==> src/hdl/skt_pkg.sv <==
package skt_pkg;

    // One stored key; key_high is the most significant part for ordering.
    typedef struct packed {
        logic [63:0] key_high;
        logic [63:0] key_mid;
        logic [31:0] key_low;
    } key_t;

    localparam int unsigned KEY_W = $bits(key_t);
    localparam int unsigned POS_W = 11;

    // Outcome of one probe against one stored entry.
    typedef struct packed {
        logic lt;
        logic eq;
    } cmp_t;

    // Result of one request.
    typedef struct packed {
        logic             full_res;
        logic             inserted;
        logic [POS_W-1:0] position;
        logic             found;
    } res_t;

    typedef enum logic [2:0] {
        ST_IDLE,
        ST_READ,
        ST_CMP,
        ST_SHIFT,
        ST_SHIFT_LAST,
        ST_INSERT,
        ST_DONE
    } state_t;

endpackage

==> src/hdl/skt_cmp.sv <==
module skt_cmp (
    input  skt_pkg::key_t probe,
    input  skt_pkg::key_t entry,
    output skt_pkg::cmp_t result
);
    import skt_pkg::*;

    // Unsigned compare over the packed key, high part first.
    always_comb begin
        result.lt = (probe < entry);
        result.eq = (probe == entry);
    end

endmodule

==> config.mk <==
export PLATFORM = sky130hd
export DESIGN_NAME = skt_cmp
export DESIGN_NICKNAME = d
export VERILOG_FILES = /design/src/hdl/skt_pkg.sv /design/src/hdl/skt_cmp.sv
export SDC_FILE = /design/constraint.sdc
export NUM_CORES = 1
export LEC_CHECK = 0
export BUFFER_PORTS_ARGS = -buffer_cell sky130_fd_sc_hd__buf_2
export CAP_MARGIN = 20
export CELL_PAD_IN_SITES_DETAIL_PLACEMENT = 0
export CELL_PAD_IN_SITES_GLOBAL_PLACEMENT = 1
export CORE_AREA = 2 2 90 179
export DETAILED_ROUTE_END_ITERATION = 7
export DIE_AREA = 0 0 92 181
export MAX_ROUTING_LAYER = met4
export PLACE_DENSITY = 0.82
export RECOVER_POWER = 100
export SYNTH_ARGS = -nofsm -noshare
export SYNTH_HDL_FRONTEND = slang
export SYNTH_SLANG_ARGS = --single-unit
==> constraint.sdc <==
create_clock -name vclk -period 2.45
set_input_delay 0.245 -clock vclk [all_inputs]
set_output_delay 0.245 -clock vclk [all_outputs]
set_load 0.01 [all_outputs]
# ---- Yosys cells after proc, flatten, opt, wreduce, memory -nomap -nowiden
# Index checks and enable logic that the tools add are counted.
dict set report totals {
  latchBits 0
  output_inout_bits 2
  n_memories 0
  wordCells 2
  ram_bits 0
  rom_bits 0
  register_bits 0
}
dict set report classes {
  bitwise_logic 0
  n_div 0
  reduce_logical 0
  addsub 0
  order_cmp 1
  muxes 0
  n_eq_ne 1
  shifts 0
  n_mul 0
}
# cell n
set ops {}
lappend ops {{$eq A160 B160 Y1} 1}
lappend ops {{$lt A160 B160 Y1} 1}

# ---- Depth between registers and ports, before layout
dict set report logic_depth {
  word_depth 1
  depth_mapped 10
  depth_no_buf 10
}

# ---- Least setup slack after synthesis
# No wires, ideal clock.
dict set report synth_path {
  path_type {input to output}
  start {in entry[139] (netlist name)}
  end {out result[1] (netlist name)}
  path_stages 10
  arrival_time_ps 2062
  n_path_buf 0
  t_required_ps 2205
  setup_slack_ps 143
  path_cell_list {inv_1 > ha_1 > and3_1 > a221o_1 > a221oi_2 > o21ai_1 > nor2_1 > o21ai_1 > or3_1 > nor2_1}
}
# element line
set synth_lines {}
lappend synth_lines {{start: declaration} skt_cmp.sv:3} ;# input skt_pkg::key_t entry,
lappend synth_lines {{end: declaration} skt_cmp.sv:4} ;# output skt_pkg::cmp_t result

==> reports/metrics.csv <==
stage,metric,value,unit
status,outcome,"complete, but fails checks",
status,failing checks,setup timing,
clock_tree,hold_buf cts,0,
sta,post-route setup slack,-0.118,ns
route,total number of vias,5312,
power_and_ir_drop,Leak,0.00418,uW
place,# port buffers,322,
power_and_ir_drop,Sw Ratio,45.3,%
yosys,post-synth top area cell,ha_1,
sta,fmax,0.389,GHz
route,DR WL met3,1140,um
yosys,top cell type's share of synthesized area,49.3,%
sta,period utilization,105,%
floorplan,num rows,64,
power_and_ir_drop,Comb pwr share,100.0,%
job,maxcap violations,0,
power_and_ir_drop,internal cell power,551,uW
sta,post-layout minimum cycle time,2.57,ns
floorplan,die area,0.0167,mm2
yosys,Mapped Cells,571,
route,wire per inst,14.3,um
route,met1 WL,5140,um
place,hpwl dp,14800,um
floorplan,I/O pins,322,
final_layout,nets@finish,1418,
route,drt total wl,16300,um
route,WL met2,9470,um
yosys,synth top area cells,"ha_1 49%, inv_1 15%, a21o_1 6.5%, a21oi_1 6.3%, nand4_1 4.8%",
critical_path,worst path required time,2.20,ns
power_and_ir_drop,Seq pwr share,0,%
final_layout,# fillers,1618,
power_and_ir_drop,Power per Cell Area,149,mW/mm2
yosys,share of the yosys chip area belonging to registers,0,%
route,vias per cell,4.66,
yosys,Post-Syn Area,0.00406,mm2
yosys,count of cell types in the netlist,32,
final_layout,Synth-to-Final Area Change,66.9,%
power_and_ir_drop,maximum VDD drop,0.0000669,V
hold_path,HP Class,in -> out,
global_routing,initial antenna violation count,6,
sta,max_slew headroom,75.5,%
final_layout,Final Util,44.6,%
power_and_ir_drop,Net Switching,456,uW
yosys,Syn Nets,1051,
sta,Slew @ Worst Pin,0.365,ns
global_routing,all-layer global routing usage,18.8,%
place,gpl congestion,0.871,
floorplan,die height,181,um
global_routing,total grt overflow,0,
route,number of antenna-violating nets in the routed design,0,
critical_path,"Max FO, Critical Path",3,
sta,RSZ-0062 raised after global routing,true,
final_layout,FFs & Latches,0,
sta,max-slew violations,0,
floorplan,Initial Util,26.7,%
global_routing,number of global-route vias before repair,5608,
yosys,"Avg Cell Area, Syn",7.11,um2
route,top routing layer in use,met4,
critical_path,Crit path arrival time,2.32,ns
critical_path,Critical Path Sink Type,output pin,
global_routing,first-pass GRT wire length,24700,um
power_and_ir_drop,part of the power in the clock network,0,%
yosys,synth cell count leaders,"160 x ha_1, 160 x inv_1, 51 x a21oi_1",
yosys,number of warnings issued by yosys,0,
floorplan,core area,0.0152,mm2
sta,final setup vio count,2,
route,Pre-antenna DRT Iters,4,
sta,final hold vios,0,
final_layout,Seq. cell area,0,um2
critical_path,Startpoint Class,input port,
final_layout,ratio of cells with drive above 1 in the final layout,46.2,%
sta,Hold Slack,1.10,ns
critical_path,critical path class,in -> out,
floorplan,Die Span X,92,um
route,DRC Markers,0,
global_routing,largest net degree at the start of global routing,5,
route,DRT iter0 DRCs,80,
final_layout,clock buffers,0,
[stage by stage]
step,power (uW),cell area (um2),setup slack [ns],setup TNS [ns],std cells
after floorplan,454,4060,0.143,0,571
after global placement,865,6130,-0.234,-0.310,1119
after detailed placement,882,6130,-0.253,-0.329,1119
after CTS,976,6620,-0.0967,-0.148,1133
after global routing,1150,6780,-0.191,-0.340,1140
final,1010,6780,-0.118,-0.133,1140
[power by group through the flow]
stage	Sequential (uW)	Clock, uW	Combinational (uW)
4_1_cts	0	0	976
3_3_place_gp	0	0	865
6_report	0	0.000328	1010
5_1_grt	0	0.000327	1150
3_5_place_dp	0	0	882
2_1_floorplan	0	0	454
[layer usage]
metal  up-vias  GRT usage [%]
met5         -              -
met4         0           5.43
met3        38           2.88
met2       225           39.9
met1      2310           16.1
li1       2739              -
[final timing paths]
kind                        end        from  depth (start not counted)  slack, ns
worst max-delay path  result[1]  entry[118]                         13      -0.12
worst min-delay path  result[1]  probe[159]                          7       1.10
[placed cells by master, fill, tap and decap left out, types with 4 or more instances in the layout]
cell type / count
a211oi_1: 5
a21o_1: 35
a21oi_1: 44
a21oi_2: 7
a221oi_2: 4
and4_1: 4
buf_2: 306
buf_4: 43
buf_6: 16
diode_2: 6
ha_1: 135
ha_4: 25
inv_1: 145
inv_2: 13
nand2_1: 26
nand3_1: 14
nand4_1: 31
nor2_1: 14
nor3_1: 11
o21ai_0: 10
o21ai_1: 6
[area by class of cell]
class	instances	area, um2	area share, %
multi-input combinational	411	3880	57.2
inverter	160	606	8.93
antenna	6	15.0	0.221
tap	198	248	3.65
timing repair buffer	365	2030	30.0
[cells by family (layout without fill, tap and decap cells)]
| kind of cell | Yosys count | count (layout) | share of synthesized area (%) |
|---|---|---|---|
| AOI/OAI and AO/OA | 127 | 127 | 19.7 |
| other | 0 | 6 | 0 |
| buffers and inverters | 160 | 525 | 14.8 |
| adders and majority gates | 160 | 160 | 49.3 |
| and+or+nand+nor | 124 | 124 | 16.2 |
[worst max-delay path: stages]
cell	delay, ns
buf_6	0.08
inv_4	0.03
ha_4	0.25
nand4_1	0.15
nor2_2	0.18
buf_4	0.12
and4_4	0.22
nand2_2	0.06
or4_4	0.53
a21oi_2	0.11
o21a_1	0.15
nor2_1	0.04
buf_2	0.14
[what timing repair did]
| item | 4_1_cts | 5_1_grt |
|---|---|---|
| setup endpoints to repair | 2 | 2 |
| resized for setup | 63 | 23 |
| buffers inserted | 14 | 3 |
| gates cloned | 0 | 0 |
| pin swaps | 29 | 29 |
Note: power is estimated with default switching activity, not from simulation.
