[config.mk]
export PLATFORM = sky130hd
export DESIGN_NAME = skt_ctrl
export DESIGN_NICKNAME = d
export VERILOG_FILES = /design/src/hdl/skt_pkg.sv /design/src/hdl/skt_ctrl.sv
export SDC_FILE = /design/constraint.sdc
export NUM_CORES = 1
export LEC_CHECK = 0
export BUFFER_PORTS_ARGS = -buffer_cell sky130_fd_sc_hd__buf_2
export CAP_MARGIN = 40
export CORE_AREA = 2 2 268 270
export CTS_BUF_LIST = sky130_fd_sc_hd__clkbuf_4
export DETAILED_ROUTE_END_ITERATION = 16
export DIE_AREA = 0 0 270 272
export SLEW_MARGIN = 20
export SYNTH_ARGS = -nofsm -noshare
export SYNTH_HDL_FRONTEND = slang
export SYNTH_SLANG_ARGS = --single-unit
[constraint.sdc]
create_clock -name aclk -period 6.33 [get_ports aclk]
set_input_delay 0.3165 -clock aclk [delete_from_list [all_inputs] [get_ports aclk]]
set_output_delay 0.3165 -clock aclk [all_outputs]
set_load 0.005 [all_outputs]
[src/hdl/skt_pkg.sv]
package skt_pkg;

    // One stored key; key_high is the most significant part for ordering.
    typedef struct packed {
        logic [63:0] key_high;
        logic [63:0] key_mid;
        logic [31:0] key_low;
    } key_t;

    localparam int unsigned KEY_W = $bits(key_t);
    localparam int unsigned POS_W = 11;

    // Outcome of one probe against one stored entry.
    typedef struct packed {
        logic lt;
        logic eq;
    } cmp_t;

    // Result of one request.
    typedef struct packed {
        logic             full_res;
        logic             inserted;
        logic [POS_W-1:0] position;
        logic             found;
    } res_t;

    typedef enum logic [2:0] {
        ST_IDLE,
        ST_READ,
        ST_CMP,
        ST_SHIFT,
        ST_SHIFT_LAST,
        ST_INSERT,
        ST_DONE
    } state_t;

endpackage

[src/hdl/skt_ctrl.sv]
module skt_ctrl #(
    parameter int unsigned TABLE_SIZE = 1024,
    parameter int unsigned IDX_W      = 10,
    parameter int unsigned CNT_W      = 11
) (
    input  logic                 aclk,
    input  logic                 aresetn,
    input  logic                 in_valid,
    output logic                 in_ready,
    input  logic                 in_action,
    input  skt_pkg::key_t        in_key,
    output skt_pkg::key_t        probe,
    input  skt_pkg::cmp_t        cmp,
    output logic                 mem_we,
    output logic [IDX_W-1:0]     mem_waddr,
    output skt_pkg::key_t        mem_wdata,
    output logic                 mem_re,
    output logic [IDX_W-1:0]     mem_raddr,
    input  skt_pkg::key_t        mem_rdata,
    input  logic                 out_free,
    output logic                 res_load,
    output skt_pkg::res_t        res
);
    import skt_pkg::*;

    localparam logic [CNT_W-1:0] FULL_COUNT = CNT_W'(TABLE_SIZE);

    state_t           state_reg, state_next;
    key_t             key_reg, key_next;
    logic             act_reg, act_next;
    logic [CNT_W-1:0] lo_reg, lo_next;
    logic [CNT_W-1:0] hi_reg, hi_next;
    logic [IDX_W-1:0] mid_reg, mid_next;
    logic [IDX_W-1:0] src_reg, src_next;
    logic [IDX_W-1:0] waddr_reg, waddr_next;
    logic             wpend_reg, wpend_next;
    logic [CNT_W-1:0] count_reg, count_next;
    logic             found_reg, found_next;
    logic             ins_reg, ins_next;
    logic             full_reg, full_next;

    logic [CNT_W-1:0] mid_calc;
    logic             range_open;
    logic             table_full;
    logic             at_pos;

    assign mid_calc   = lo_reg + ((hi_reg - lo_reg) >> 1);
    assign range_open = (lo_reg < hi_reg);
    assign table_full = (count_reg >= FULL_COUNT);
    assign at_pos     = (src_reg == lo_reg[IDX_W-1:0]);

    // Next state.
    always_comb begin
        state_next = state_reg;
        unique case (state_reg)
            ST_IDLE: begin
                if (in_valid) begin
                    state_next = ST_READ;
                end
            end
            ST_READ: begin
                priority if (range_open) begin
                    state_next = ST_CMP;
                end else if (!act_reg || table_full) begin
                    state_next = ST_DONE;
                end else if (lo_reg == count_reg) begin
                    state_next = ST_INSERT;
                end else begin
                    state_next = ST_SHIFT;
                end
            end
            ST_CMP: begin
                state_next = cmp.eq ? ST_DONE : ST_READ;
            end
            ST_SHIFT: begin
                if (at_pos) begin
                    state_next = ST_SHIFT_LAST;
                end
            end
            ST_SHIFT_LAST: state_next = ST_INSERT;
            ST_INSERT:     state_next = ST_DONE;
            ST_DONE: begin
                if (out_free) begin
                    state_next = ST_IDLE;
                end
            end
            default:       state_next = ST_IDLE;
        endcase
    end

    // Datapath and memory controls.
    always_comb begin
        key_next   = key_reg;
        act_next   = act_reg;
        lo_next    = lo_reg;
        hi_next    = hi_reg;
        mid_next   = mid_reg;
        src_next   = src_reg;
        waddr_next = waddr_reg;
        wpend_next = 1'b0;
        count_next = count_reg;
        found_next = found_reg;
        ins_next   = ins_reg;
        full_next  = full_reg;
        mem_we     = 1'b0;
        mem_waddr  = waddr_reg;
        mem_wdata  = mem_rdata;
        mem_re     = 1'b0;
        mem_raddr  = mid_calc[IDX_W-1:0];
        in_ready   = 1'b0;
        res_load   = 1'b0;
        unique case (state_reg)
            ST_IDLE: begin
                in_ready = 1'b1;
                if (in_valid) begin
                    key_next   = in_key;
                    act_next   = in_action;
                    lo_next    = '0;
                    hi_next    = count_reg;
                    found_next = 1'b0;
                    ins_next   = 1'b0;
                    full_next  = 1'b0;
                end
            end
            ST_READ: begin
                if (range_open) begin
                    mem_re   = 1'b1;
                    mid_next = mid_calc[IDX_W-1:0];
                end else if (act_reg && table_full) begin
                    full_next = 1'b1;
                end else begin
                    // Start the move from the top entry down.
                    src_next = count_reg[IDX_W-1:0] - 1'b1;
                end
            end
            ST_CMP: begin
                priority if (cmp.eq) begin
                    found_next = 1'b1;
                    lo_next    = CNT_W'(mid_reg);
                end else if (cmp.lt) begin
                    hi_next = CNT_W'(mid_reg);
                end else begin
                    lo_next = CNT_W'(mid_reg) + 1'b1;
                end
            end
            ST_SHIFT: begin
                // Read one entry, write the previous one a slot higher.
                mem_re     = 1'b1;
                mem_raddr  = src_reg;
                mem_we     = wpend_reg;
                wpend_next = 1'b1;
                waddr_next = src_reg + 1'b1;
                src_next   = src_reg - 1'b1;
            end
            ST_SHIFT_LAST: begin
                mem_we = 1'b1;
            end
            ST_INSERT: begin
                mem_we     = 1'b1;
                mem_waddr  = lo_reg[IDX_W-1:0];
                mem_wdata  = key_reg;
                count_next = count_reg + 1'b1;
                ins_next   = 1'b1;
            end
            ST_DONE: begin
                res_load = out_free;
            end
            default: begin
            end
        endcase
    end

    always_ff @(posedge aclk) begin
        if (!aresetn) begin
            state_reg <= ST_IDLE;
            count_reg <= '0;
            wpend_reg <= 1'b0;
        end else begin
            state_reg <= state_next;
            count_reg <= count_next;
            wpend_reg <= wpend_next;
        end
    end

    always_ff @(posedge aclk) begin
        key_reg   <= key_next;
        act_reg   <= act_next;
        lo_reg    <= lo_next;
        hi_reg    <= hi_next;
        mid_reg   <= mid_next;
        src_reg   <= src_next;
        waddr_reg <= waddr_next;
        found_reg <= found_next;
        ins_reg   <= ins_next;
        full_reg  <= full_next;
    end

    assign probe        = key_reg;
    assign res.found    = found_reg;
    assign res.position = POS_W'(lo_reg);
    assign res.inserted = ins_reg;
    assign res.full_res = full_reg;

endmodule

# Word-level counts from Yosys, hierarchy flattened
# Index checks and enable logic that the tools add are counted.
# W data, S select, Z words.
word_totals:
  register_bits: 231
  latch_bits: 0
  ramBits: 0
  mem_bits_ro: 0
  output_inout_bits: 358
  wordCells: 95
  n_memories: 0
classes:
  n_addsub: 7
  n_mul: 0
  n_div: 0
  magnitude_cmp: 2
  eq_ne: 18
  shifts: 0
  n_mux: 35
  bitwise_logic: 0
  reduce_logical: 18
ops:
  columns: ["op", "n"]
  rows:
  - ["$mux W160", 1]
  - ["$mux W11", 6]
  - ["$pmux W11 S2", 2]
  - ["$mux W10", 4]
  - ["$mux W3", 7]
  - ["$pmux W3 S7", 1]
  - ["$pmux W10 S2", 1]
  - ["$sub A10 B1 Y10 const B", 2]
  - ["$ne A2 B2 Y1 const B", 9]
  - ["$reduce_and A3 Y1", 4]
  - ["$add A10 B1 Y11 const B", 1]
  - ["$add A11 B1 Y11 const B", 1]
  - ["$eq A11 B11 Y1", 1]
  - ["$ge A11 B11 Y1 const B", 1]
  - ["$lt A11 B11 Y1", 1]
  - ["$sub A11 B11 Y11", 1]
  - ["$add A10 B1 Y10 const B", 1]
  - ["$add A10 B10 Y10", 1]
  - ["$eq A10 B10 Y1", 1]
  - ["$pmux W1 S2", 5]
  - ["$eq A3 B3 Y1 const B", 3]
  - ["$mux W1", 8]
  - ["$reduce_and A4 Y1", 2]
  - ["$reduce_bool A2 Y1", 4]
  - ["9 further kinds", 12]

# Depth between registers and ports, before layout
# Gate-level depths: netlist (run 1).
depth:
  word_depth: 5
  depth_mapped: 15
  depth_no_buf: 15

# Worst setup path after synthesis (run 1)
# No wires, ideal clock.
synth_path:
  kind: "register to register"
  startpoint: "register state_reg[0]"
  endpoint: "register act_reg, enable pin"
  setup_time_ns: 0.513
  arrival_time_ns: 4.079
  t_required_ns: 5.817
  path_slack_ns: 1.738
  path_stages_with_launch: 5
  path_buffers: 1
  synth_period_minus_slack_ns: 4.592
  path_cell_list: "dfxtp_1 buf_2 nor3_1 nand2_1 inv_1"
synth_between:
  elab_chain_cells: 2
synth_lines:
  columns: ["item", "line_no", "text"]
  rows:
  - ["start, declared", "skt_ctrl.sv:28", "state_t state_reg, state_next;"]
  - ["start signal, assigned", "skt_ctrl.sv:179", "state_reg <= state_next;"]
  - ["$logic_not A3 Y1", "skt_ctrl.sv:112", "unique case (state_reg)"]
  - ["$reduce_and A2 Y1 (no source line)", null, null]
  - ["end signal, assigned", "skt_ctrl.sv:187", "act_reg <= act_next;"]
  - ["end, declared", "skt_ctrl.sv:30", "logic act_reg, act_next;"]
# No other way between the ends.
# A chain may end at the register's enable or synchronous reset.

# Worst setup path in the final report (run 1)
layout_path:
  startpoint: "register lo_reg[1]"
  endpoint: "output port mem_raddr[9]"
layout_between:
  elab_chain_cells: 3
layout_lines:
  columns: ["item", "line_no", "text"]
  rows:
  - ["start, declared", "skt_ctrl.sv:31", "logic [CNT_W-1:0] lo_reg, lo_next;"]
  - ["start signal, assigned", "skt_ctrl.sv:188", "lo_reg <= lo_next;"]
  - ["$sub A11 B11 Y11", "skt_ctrl.sv:47", "assign mid_calc = lo_reg + ((hi_reg - lo_reg) >> 1);"]
  - ["$add A10 B10 Y10 (*)", "skt_ctrl.sv:47", null]
  - ["via mid_calc[9]", "skt_ctrl.sv:42", "logic [CNT_W-1:0] mid_calc;"]
  - ["$mux W10 (*)", "skt_ctrl.sv:112", null]
  - ["end, declared", "skt_ctrl.sv:18", "output logic [IDX_W-1:0] mem_raddr,"]
# Mark *: on every way through the listed nets, which the timed path passes. The rest lies on a longest branch.

==> results.py, run 1 <==
metrics = {
    "min_path": {
        "min_path_type": "input pin to register",
    },
    "worst_setup_path": {
        "reg2reg_slack_ps": 2860,
        "cp_data_required_time_ps": 6010,
        "critPathMaxFanout": 6,
        "crit_type": "register to output pin",
        "rr_worst_depth": 14,
        "startpoint_type": "register",
        "crit_start": "lo_reg[1]",
        "r2r-end": "mid_reg[9]",
        "crit_arrival_ps": 4360,
        "crit_path_end": "mem_raddr[9]",
        "endpoint_kind": "output pin",
        "r2r_start": "lo_reg[1]",
    },
    "floorplan": {
        "rows": 98,
        "pin_count": 685,
        "initial_utilization": 0.163,
        "core_um2": 70800,
        "die_w_um": 270,
        "die_h_um": 272,
        "die-area_um2": 73400,
    },
    "cts": {
        "clock_latency_ps": 790,
        "clock-sinks": 231,
        "clock_path_buffers": 3,
        "tritoncts": "yes",
        "root_buffer": "clkbuf_4",
        "cts_resized": 0,
        "numCtsBuffers": 71,
        "cts_setup_buffers": 0,
        "h-tree-depth": 3,
        "postCtsHoldBufs": 165,
        "clkTransAtPathRegs_ps": 60,
    },
    "sta": {
        "tightest_slew_ps": 864,
        "setup_viol": 0,
        "post-route-period-util": 0.739,
        "skew_ps": 73.1,
        "finalCriticalPeriod_ps": 4680,
        "grt_setup_unrepaired": "false",
        "fmax_mhz": 214,
        "setup_tns_ps": 0,
        "drv_slew": 0,
        "slew_headroom": 0.424,
        "hold-worst-slack_ps": 239,
        "hold_viol_final": 0,
    },
    "yosys": {
        "ys_seq_area_frac": 0.589,
        "synth_nets": 1543,
        "synthAdderAreaFrac": 0.0295,
        "ys_ff_latch": 231,
        "synth-main-ff-cell": "edfxtp_1",
        "synth-simple-area-share": 0.243,
        "synth_area_um2": 11500,
        "async_flop_share": 0,
        "yosysWarnings": 0,
        "synth_top_area_frac": 0.563,
        "ys_types": 60,
        "synth_mux_area_frac": 0.0108,
        "yosys.area_share.xor_xnor": 0.0494,
        "postSynthAreaPerCell_um2": 9.68,
        "synth_cells": 1190,
        "synth.area.top_cells": "edfxtp_1 56%, nand2_1 19%, xor2_1 3.2%, dfxtp_1 2.6%, ha_1 2.6%",
        "synth_top_family_by_area": "simple AND/OR/NAND/NOR gates",
        "synth-compound-area-share": 0.0465,
        "synth_edf_count": 216,
        "yosys.area.top_type": "edfxtp_1",
    },
    "layout": {
        "fin_util": 0.263,
        "fillers": 7637,
        "final_net_count": 2412,
        "area_growth_pct": 61.5,
        "largest_reg_flops": 160,
        "drive_gt1_frac": 0.393,
    },
    "global_route": {
        "grt_max_degree": 94,
        "grt_overflow": 0,
        "grt_pass1_vias": 11702,
        "antenna_found_initial": 13,
        "grt_pass1_wl_mm": 86.9,
        "track_usage": 0.168,
    },
    "power_and_ir_drop": {
        "clkPwrFrac": 0.182,
        "p_total_w": 0.00873,
        "power_density_nw_per_um2": 469,
        "seq_power_share": 0.333,
        "power_frac_comb": 0.485,
        "p_leak_nw": 8.76,
        "power.switching_w": 0.00381,
        "max-vdd-ir-drop_mv": 0.297,
        "p_int_w": 0.00492,
        "swShare": 0.436,
    },
    "detailed_routing": {
        "drt-vias-per-instance": 3.95,
        "antenna_left": 0,
        "drc": 0,
        "dr.pass1.iters": 5,
        "wirelength_mm": 64.5,
        "drt_iter0_markers": 794,
        "wl_per_cell_um": 21.0,
        "vias": 12115,
    },
    "place": {
        "place.port_buffers": 684,
        "post-dp-hpwl_mm": 52.7,
        "place_congestion": 0.897,
    },
    "run": {
        "maxCapViolCount": 0,
    },
    "status": {
        "outcome": "finished clean",
    },
}
-- cells in the mapped netlist (3+ instances only) --
cell	instances
inv_1	24
nor4_1	5
xnor2_1	23
o21ai_0	28
dfxtp_1	15
mux2i_1	6
nand4_1	7
buf_2	7
nor2_1	23
nand3_1	16
a21boi_0	6
nand2_1	572
buf_4	3
or3_1	6
and3_1	8
nor2b_1	6
edfxtp_1	216
mux2i_2	3
a21oi_1	24
ha_1	24
nand2b_1	3
and2_1	11
o211ai_1	5
buf_1	11
a21o_1	3
clkbuf_1	39
xor2_1	42
nor3_1	14
-- area by class of cell --
type	count	area, um2	share of cell area
well taps	950	1190	0.0639
inverters	26	110	0.00592
repair buffers	858	5170	0.278
diodes	4	10.0	0.000538
clock buffers	103	773	0.0416
clock inverters	24	170	0.00914
multi-input cells	871	4390	0.236
flip-flops and latches	231	6790	0.365
-- layout by cell type, fill, tap and decap left out, types with 3 or more instances in the layout --
master / count
clkinv_1: 10
nor2_1: 23
nand3_1: 15
nor3_1: 13
buf_4: 7
clkbuf_4: 103
clkinv_2: 8
dlygate4sd3_1: 165
nor2b_1: 6
nand4_1: 7
o211ai_1: 5
a21o_1: 3
xor2_1: 42
or3_1: 6
inv_6: 3
diode_2: 4
inv_1: 23
mux2i_2: 3
dfxtp_1: 15
ha_1: 24
and2_1: 11
nor4_1: 4
a21oi_1: 24
and3_1: 8
nand2_1: 572
nand2b_1: 3
mux2i_1: 6
a21boi_0: 6
buf_2: 684
xnor2_1: 23
edfxtp_1: 216
o21ai_0: 27
-- kinds of logic after synthesis --
logic type / after synthesis
and+or+nand+nor: 683
AOI/OAI and AO/OA: 86
buffers and inverters: 88
xor gates and xnor gates: 65
DFF: 231
adders and majority gates: 26
muxes: 11
-- critical path, cell delays in order, from the launching register on --
cell and delay (ps):
edfxtp_1 510, inv_1 150, ha_1 320, nor2b_1 130, o21ai_0 230, nand2_1 130
a21o_1 190, a21oi_1 160, xnor2_1 140, ha_1 290, a21oi_1 180, o21ai_0 90
a21oi_1 290, o21ai_0 190, xor2_1 180, mux2_2 280, buf_2 120
-- worst min-delay path by stage --
stage | start | to | slack, ps | cells past startpoint
2_1_floorplan | in_action | act_reg | 420 | 0
3_3_place_gp | in_key[15] | probe[15] | 490 | 1
3_5_place_dp | in_key[83] | probe[83] | 490 | 1
4_1_cts | in_key[134] | probe[134] | 70 | 2
5_1_grt | in_key[128] | probe[128] | 120 | 2
6_report | in_key[129] | probe[129] | 240 | 2
-- layer usage --
metal,vias up,track usage,part of all wire
li1,5763,-,-
met2,607,0.294,0.50
met1,5639,0.184,0.37
met4,10,0.0561,0.027
met3,96,0.0707,0.11
met5,-,0,0.0012
-- power by group through the flow --
stage / logic [W] / registers, W / clock network (W)
floorplan: 0.00219 / 0.00284 / 0
global placement: 0.00420 / 0.00291 / 0
detailed placement: 0.00422 / 0.00294 / 0
CTS: 0.00433 / 0.00291 / 0.00166
global route: 0.00463 / 0.00297 / 0.00174
finish: 0.00424 / 0.00291 / 0.00159
-- per-stage QoR --
step,setup WS (ps),area (um2),instances
4_1_cts,1500,18600,3062
6_report,1650,18600,3067
5_1_grt,1270,18600,3066
3_3_place_gp,2450,16000,2770
3_5_place_dp,2430,16000,2770
2_1_floorplan,1740,11500,1190
Note: power is estimated with default switching activity, not from simulation.
==> run 2, diff against run 1 <==
--- a/config.mk
+++ b/config.mk
@@ -5,12 +5,13 @@
 export SDC_FILE = /design/constraint.sdc
 export NUM_CORES = 1
 export LEC_CHECK = 0
+export ABC_AREA = 1
 export BUFFER_PORTS_ARGS = -buffer_cell sky130_fd_sc_hd__buf_2
 export CAP_MARGIN = 40
-export CORE_AREA = 2 2 268 270
+export CORE_AREA = 2 2 265 267
 export CTS_BUF_LIST = sky130_fd_sc_hd__clkbuf_4
 export DETAILED_ROUTE_END_ITERATION = 16
-export DIE_AREA = 0 0 270 272
+export DIE_AREA = 0 0 267 269
 export SLEW_MARGIN = 20
 export SYNTH_ARGS = -nofsm -noshare
 export SYNTH_HDL_FRONTEND = slang
==> constraint.sdc (replaced) <==
create_clock -name aclk -period 3.8 [get_ports aclk]
set_input_delay 0.19 -clock aclk [delete_from_list [all_inputs] [get_ports aclk]]
set_output_delay 0.19 -clock aclk [all_outputs]
set_load 0.005 [all_outputs]
==> results.py, run 2 <==
metrics = {
    "status": {
        "outcome": "finished clean",
    },
    "detailed_routing": {
        "drt_iter0_markers": 1050,
        "wl_per_cell_um": 20.9,
        "dr.pass1.iters": 8,
        "vias": 13011,
        "drc": 0,
        "wirelength_mm": 66.8,
        "drt-vias-per-instance": 4.07,
        "antenna_left": 0,
    },
    "layout": {
        "drive_gt1_frac": 0.394,
        "finish.instance_area_um2": 19300,
        "instances_no_fill": 3196,
        "layout_common_cells": "684 x buf_2, 634 x nand2_1, 216 x edfxtp_1",
        "final_net_count": 2549,
        "area_growth_pct": 66.8,
        "fillers": 7361,
        "fin_util": 0.279,
        "largest_reg_flops": 160,
        "final_common_cell": "buf_2",
    },
    "sta": {
        "grt_setup_unrepaired": "true",
        "post-route-period-util": 0.977,
        "finalCriticalPeriod_ps": 3710,
        "slew_headroom": 0.322,
        "fmax_mhz": 269,
        "skew_ps": 55.7,
        "setup_viol": 0,
        "tightest_slew_ps": 1020,
        "drv_slew": 0,
        "setup_tns_ps": 0,
        "hold_viol_final": 0,
    },
    "worst_setup_path": {
        "cp_cell_sequence": "inv_1 > ha_2 > inv_2 > fa_2 > a31o_4 > xor2_1 > ha_1 > a21oi_2 > nand2_2 > a21oi_2 > nor2_1 > nor2_1 > xnor2_1 > nand2_1 > nand2_1 > buf_2",
        "reg2reg_slack_ps": 800,
        "cp_data_required_time_ps": 3610,
        "r2r_start": "lo_reg[8]",
        "critPathMaxFanout": 4,
        "crit_arrival_ps": 3520,
        "max_stage_delay_ps": 390,
        "endpoint_kind": "output pin",
        "r2r-end": "src_reg[3]",
        "crit_start": "hi_reg[0]",
        "startpoint_type": "register",
        "rr_worst_depth": 11,
        "slowest_stage": "fa_2",
        "crit_type": "register to output pin",
    },
    "yosys": {
        "synth_area_um2": 11600,
        "ys_types": 45,
        "async_flop_share": 0,
        "ys_ff_latch": 231,
        "synth_commonest_cells": "639 x nand2_1, 216 x edfxtp_1, 71 x inv_1, 41 x nor2_1, 40 x o21ai_0",
        "synth-main-ff-cell": "edfxtp_1",
        "ys_seq_area_frac": 0.587,
        "synth_edf_count": 216,
        "synth_top_area_frac": 0.561,
        "yosysWarnings": 0,
        "yosys.area.top_type": "edfxtp_1",
        "yosysMostFrequentCell": "nand2_1",
        "synth_nets": 1620,
        "postSynthAreaPerCell_um2": 9.13,
        "synth.area.top_cells": "edfxtp_1 56%, nand2_1 21%, dfxtp_1 2.6%, ha_1 2.6%, inv_1 2.3%",
        "synth_cells": 1267,
    },
    "place": {
        "place_congestion": 0.935,
        "place.port_buffers": 684,
        "dp_cells": 2851,
        "placed_cell_area_um2": 16100,
        "post-dp-hpwl_mm": 53.8,
    },
    "cts": {
        "clock_latency_ps": 750,
        "h-tree-depth": 3,
        "clkTransAtPathRegs_ps": 70,
        "tritoncts": "yes",
        "numCtsBuffers": 70,
        "clock_path_buffers": 3,
        "root_buffer": "clkbuf_4",
        "clock-sinks": 231,
    },
    "power_and_ir_drop": {
        "p_leak_nw": 9.23,
        "max-vdd-ir-drop_mv": 0.590,
        "power_density_nw_per_um2": 806,
    },
    "run": {
        "maxCapViolCount": 0,
    },
    "global_route": {
        "grt_max_degree": 190,
        "grt_pass1_vias": 12320,
        "track_usage": 0.173,
        "grt_overflow": 0,
        "antenna_found_initial": 14,
        "grt_pass1_wl_mm": 86.3,
    },
    "min_path": {
        "hold_path.startpoint": "in_key[143]",
        "hold_path_depth": 2,
        "min_path_type": "input pin to register",
        "worstHoldEndpoint": "probe[143]",
    },
    "floorplan": {
        "die-area_um2": 71800,
        "pin_count": 685,
        "die_w_um": 267,
        "rows": 97,
        "die_h_um": 269,
        "initial_utilization": 0.167,
        "core_um2": 69300,
    },
}
[run 2: cell types whose count changed after synthesis, sizes merged, moves of 9 or more]
cell,before,now
and2,11,0
buf,23,12
inv,26,75
mux2i,9,0
nand2,573,646
nand3,16,32
nor2,23,46
o21ai,30,47
xnor2,23,9
xor2,42,29
[run 2: timing repair]
item | 4_1_cts | 5_1_grt
hold buffers | 196 | 0
pin swaps | 6 | 11
setup endpoints to repair | 5 | 5
resized for setup | 19 | 20
buffers inserted | 12 | 5
hold endpoints to repair | 190 | 0
[run 2: logic make-up after synthesis]
family / after synthesis / share of synthesized area
XOR/XNOR: 38 / 0.0288
adder cells (fa/ha/maj): 26 / 0.0294
AND/OR/NAND/NOR: 750 / 0.262
flip-flops: 231 / 0.587
AO/OA/AOI/OAI: 98 / 0.0497
buffers and inverters: 124 / 0.0436
[run 2: layer usage]
metal	vias up	GRT usage	routed length [um]
met5	-	0	13
met4	2	0.0768	2550
met3	116	0.0637	6860
met2	723	0.302	33200
met1	6127	0.189	24200
li1	6043	-	-
[run 2: worst max-delay path, delay by kind of cell (launching register included)]
kind | cells | cell delay (ps)
fa+ha+maj | 3 | 930
compound gates | 3 | 540
simple gates | 5 | 400
flops | 1 | 360
xor+xnor | 2 | 300
buf+inv | 3 | 210
[run 2: power by group]
part / internal (W) / switching [W]
clock network: 0.00132 / 0.00121
logic: 0.00330 / 0.00501
registers: 0.00405 / 0.000653
[run 2: area by class of cell]
class                           instances  area (um2)  share of cell area
Antenna cell                            8        20.0             0.00104
Clock buffer                           97         728              0.0377
Clock inverter                         27         166             0.00862
Inverter                               75         290              0.0150
Multi-Input combinational cell        912        4490               0.232
Sequential cell                       231        6790               0.352
Tap cell                              940        1180              0.0609
Timing Repair Buffer                  906        5650               0.293
[run 2: worst max-delay path by stage]
stage / endpoint / slack [ps] / depth (start not counted)
after floorplan: lo_reg[0] / -160 / 7
after global placement: mem_raddr[7] / 570 / 15
after detailed placement: mem_raddr[7] / 560 / 15
after CTS: mem_raddr[7] / 3 / 15
after global routing: mem_raddr[7] / -180 / 15
final: mem_raddr[6] / 90 / 16
[run 2: stage by stage]
step                      total power [W]  hold slack [ps]  setup slack (ps)
after detailed placement           0.0119              368               562
after floorplan                   0.00844              289              -157
after CTS                          0.0151           0.0346              2.66
after global routing               0.0166             21.3              -175
after global placement             0.0119              367               569
final                              0.0156              121              88.0
==> run 3, diff against run 2 <==
--- a/config.mk
+++ b/config.mk
@@ -12,6 +12,9 @@
 export CTS_BUF_LIST = sky130_fd_sc_hd__clkbuf_4
 export DETAILED_ROUTE_END_ITERATION = 16
 export DIE_AREA = 0 0 267 269
+export GPL_TIMING_DRIVEN = 0
+export RECOVER_POWER = 50
+export SETUP_SLACK_MARGIN = 0.2
 export SLEW_MARGIN = 20
 export SYNTH_ARGS = -nofsm -noshare
 export SYNTH_HDL_FRONTEND = slang
==> results.py, run 3 (synthesis gave the netlist of run 2 again) <==
metrics = {
    "detailed_routing": {
        "antenna_left": 0,
        "wirelength_mm": 70.7,
        "drt_iter0_markers": 1048,
        "drt-vias-per-instance": 4.13,
        "drc": 0,
        "wl_per_cell_um": 21.6,
        "vias": 13512,
        "dr.pass1.iters": 5,
    },
    "worst_setup_path": {
        "cp_cell_sequence": "inv_2 > ha_1 > nand2_2 > inv_1 > nand2_2 > nand3_2 > a31oi_2 > xor2_1 > ha_1 > a21o_1 > a31oi_1 > nand3_2 > inv_2 > nand3_2 > nand2_4 > nand2_2 > nand2_2 > buf_2",
        "cp_data_required_time_ps": 3610,
        "r2r-end": "probe[6]",
        "cp_num_buf_inv": 4,
        "endpoint_kind": "output pin",
        "critPathMaxFanout": 4,
        "max_stage_delay_ps": 440,
        "crit_arrival_ps": 3570,
        "startpoint_type": "register",
        "slowest_stage": "edfxtp_1",
        "r2r_start": "state_reg[2]",
        "crit_top_cell": "nand2_2",
        "crit_type": "register to output pin",
        "crit_family": "simple AND/OR/NAND/NOR gates",
        "rr_worst_depth": 9,
        "reg2reg_slack_ps": 560,
    },
    "cts": {
        "clock_path_buffers": 3,
        "tritoncts": "yes",
        "numCtsBuffers": 71,
        "clock_latency_ps": 800,
        "clkTransAtPathRegs_ps": 70,
        "clock-sinks": 231,
        "h-tree-depth": 3,
        "root_buffer": "clkbuf_4",
    },
    "floorplan": {
        "pin_count": 685,
        "die-area_um2": 71800,
        "rows": 97,
        "initial_utilization": 0.167,
        "core_um2": 69300,
        "die_h_um": 269,
        "die_w_um": 267,
    },
    "status": {
        "outcome": "finished clean",
    },
    "layout": {
        "layout_common_cells": "628 x nand2_1, 550 x buf_2, 216 x edfxtp_1",
        "largest_reg_flops": 160,
        "area_growth_pct": 69.4,
        "final_common_cell": "nand2_1",
        "fin_util": 0.283,
        "instances_no_fill": 3269,
        "final_net_count": 2623,
        "drive_gt1_frac": 0.346,
    },
    "sta": {
        "hold-worst-slack_ps": 115,
        "post-route-period-util": 0.989,
        "setup_viol": 0,
        "finalCriticalPeriod_ps": 3760,
        "drv_slew": 0,
        "slew_headroom": 0.215,
        "grt_setup_unrepaired": "true",
        "hold_viol_final": 0,
        "fmax_mhz": 266,
        "skew_ps": 57.6,
        "tightest_slew_ps": 1170,
    },
    "place": {
        "place_congestion": 0.957,
        "dp_cells": 2900,
        "post-dp-hpwl_mm": 57.4,
        "place.port_buffers": 683,
    },
    "min_path": {
        "worstHoldEndpoint": "probe[69]",
        "hold_path.startpoint": "in_key[69]",
        "hold_path_depth": 2,
        "min_path_type": "input pin to register",
    },
    "run": {
        "maxCapViolCount": 0,
    },
    "power_and_ir_drop": {
        "clkPwrFrac": 0.152,
        "max-vdd-ir-drop_mv": 1.06,
        "p_leak_nw": 9.10,
        "swShare": 0.439,
        "seq_power_share": 0.273,
        "power_frac_comb": 0.575,
        "p_int_w": 0.00976,
        "power_density_nw_per_um2": 887,
        "power.switching_w": 0.00764,
    },
    "global_route": {
        "grt_overflow": 0,
        "grt_pass1_vias": 12877,
        "antenna_found_initial": 12,
        "grt_pass1_wl_mm": 90.8,
        "track_usage": 0.184,
        "grt_max_degree": 35,
    },
}
[run 3: cell types whose count changed in the layout (fill, tap and decap cells not counted), moves of 4 or more]
cell and change:
dlygate4sd3_1 -7, clkbuf_1 +174, nand2_2 +4, buf_6 +7, clkbuf_4 +5, buf_1 +4, clkinv_1 -7, buf_2 -134
nand2_1 -6, buf_4 +23
[run 3: repair_timing]
action	in CTS	in global routing
pin swaps	27	18
hold buffers	189	0
gates resized for setup	48	26
setup buffers	35	12
endpoints found under the setup margin	9	9
hold endpoints to repair	188	0
[run 3: per-layer routing]
| layer | track usage | wire [um] | vias up |
|---|---|---|---|
| met5 | 0.0149 | 171 | - |
| met4 | 0.0796 | 2990 | 4 |
| met3 | 0.0804 | 8180 | 166 |
| met2 | 0.318 | 34700 | 884 |
| met1 | 0.193 | 24700 | 6259 |
| li1 | - | - | 6199 |
[run 3: worst max path at each step]
| stage | cells past startpoint | end | start |
|---|---|---|---|
| after floorplan | 7 | lo_reg[0] | state_reg[0] |
| after global placement | 7 | lo_reg[9] | state_reg[0] |
| after detailed placement | 13 | mem_raddr[7] | lo_reg[1] |
| after CTS | 18 | mem_raddr[9] | lo_reg[2] |
| after global routing | 20 | mem_raddr[9] | lo_reg[3] |
| final | 18 | mem_raddr[9] | lo_reg[5] |
[run 3: area by class of cell]
| type | count | area, um2 |
|---|---|---|
| Timing Repair Buffer | 930 | 5650 |
| Multi-Input combinational cell | 912 | 4520 |
| Tap cell | 940 | 1180 |
| Fill cell | 7423 | 49700 |
| Clock buffer | 100 | 751 |
| Buffer | 49 | 226 |
| Sequential cell | 231 | 6790 |
| Antenna cell | 9 | 22.5 |
| Inverter | 75 | 285 |
| Clock inverter | 23 | 185 |
[run 3: power groups by stage]
stage / Combinational, W / Sequential, W / Clock (W)
after detailed placement: 0.00736 / 0.00482 / 0
final: 0.0100 / 0.00475 / 0.00264
after floorplan: 0.00385 / 0.00460 / 0
after global routing: 0.0108 / 0.00480 / 0.00287
after global placement: 0.00720 / 0.00495 / 0
after CTS: 0.00925 / 0.00473 / 0.00273
[run 3: per-stage QoR]
stage               cell area [um2]  setup WS, ps  TNS (ps)  power, W
CTS                           19600         -63.5      -147    0.0167
global route                  19600          -223     -1590    0.0184
global placement              16200         -1740   -223090    0.0121
detailed placement            16300           272         0    0.0122
floorplan                     11600          -157     -1730   0.00844
finish                        19600          41.1         0    0.0174
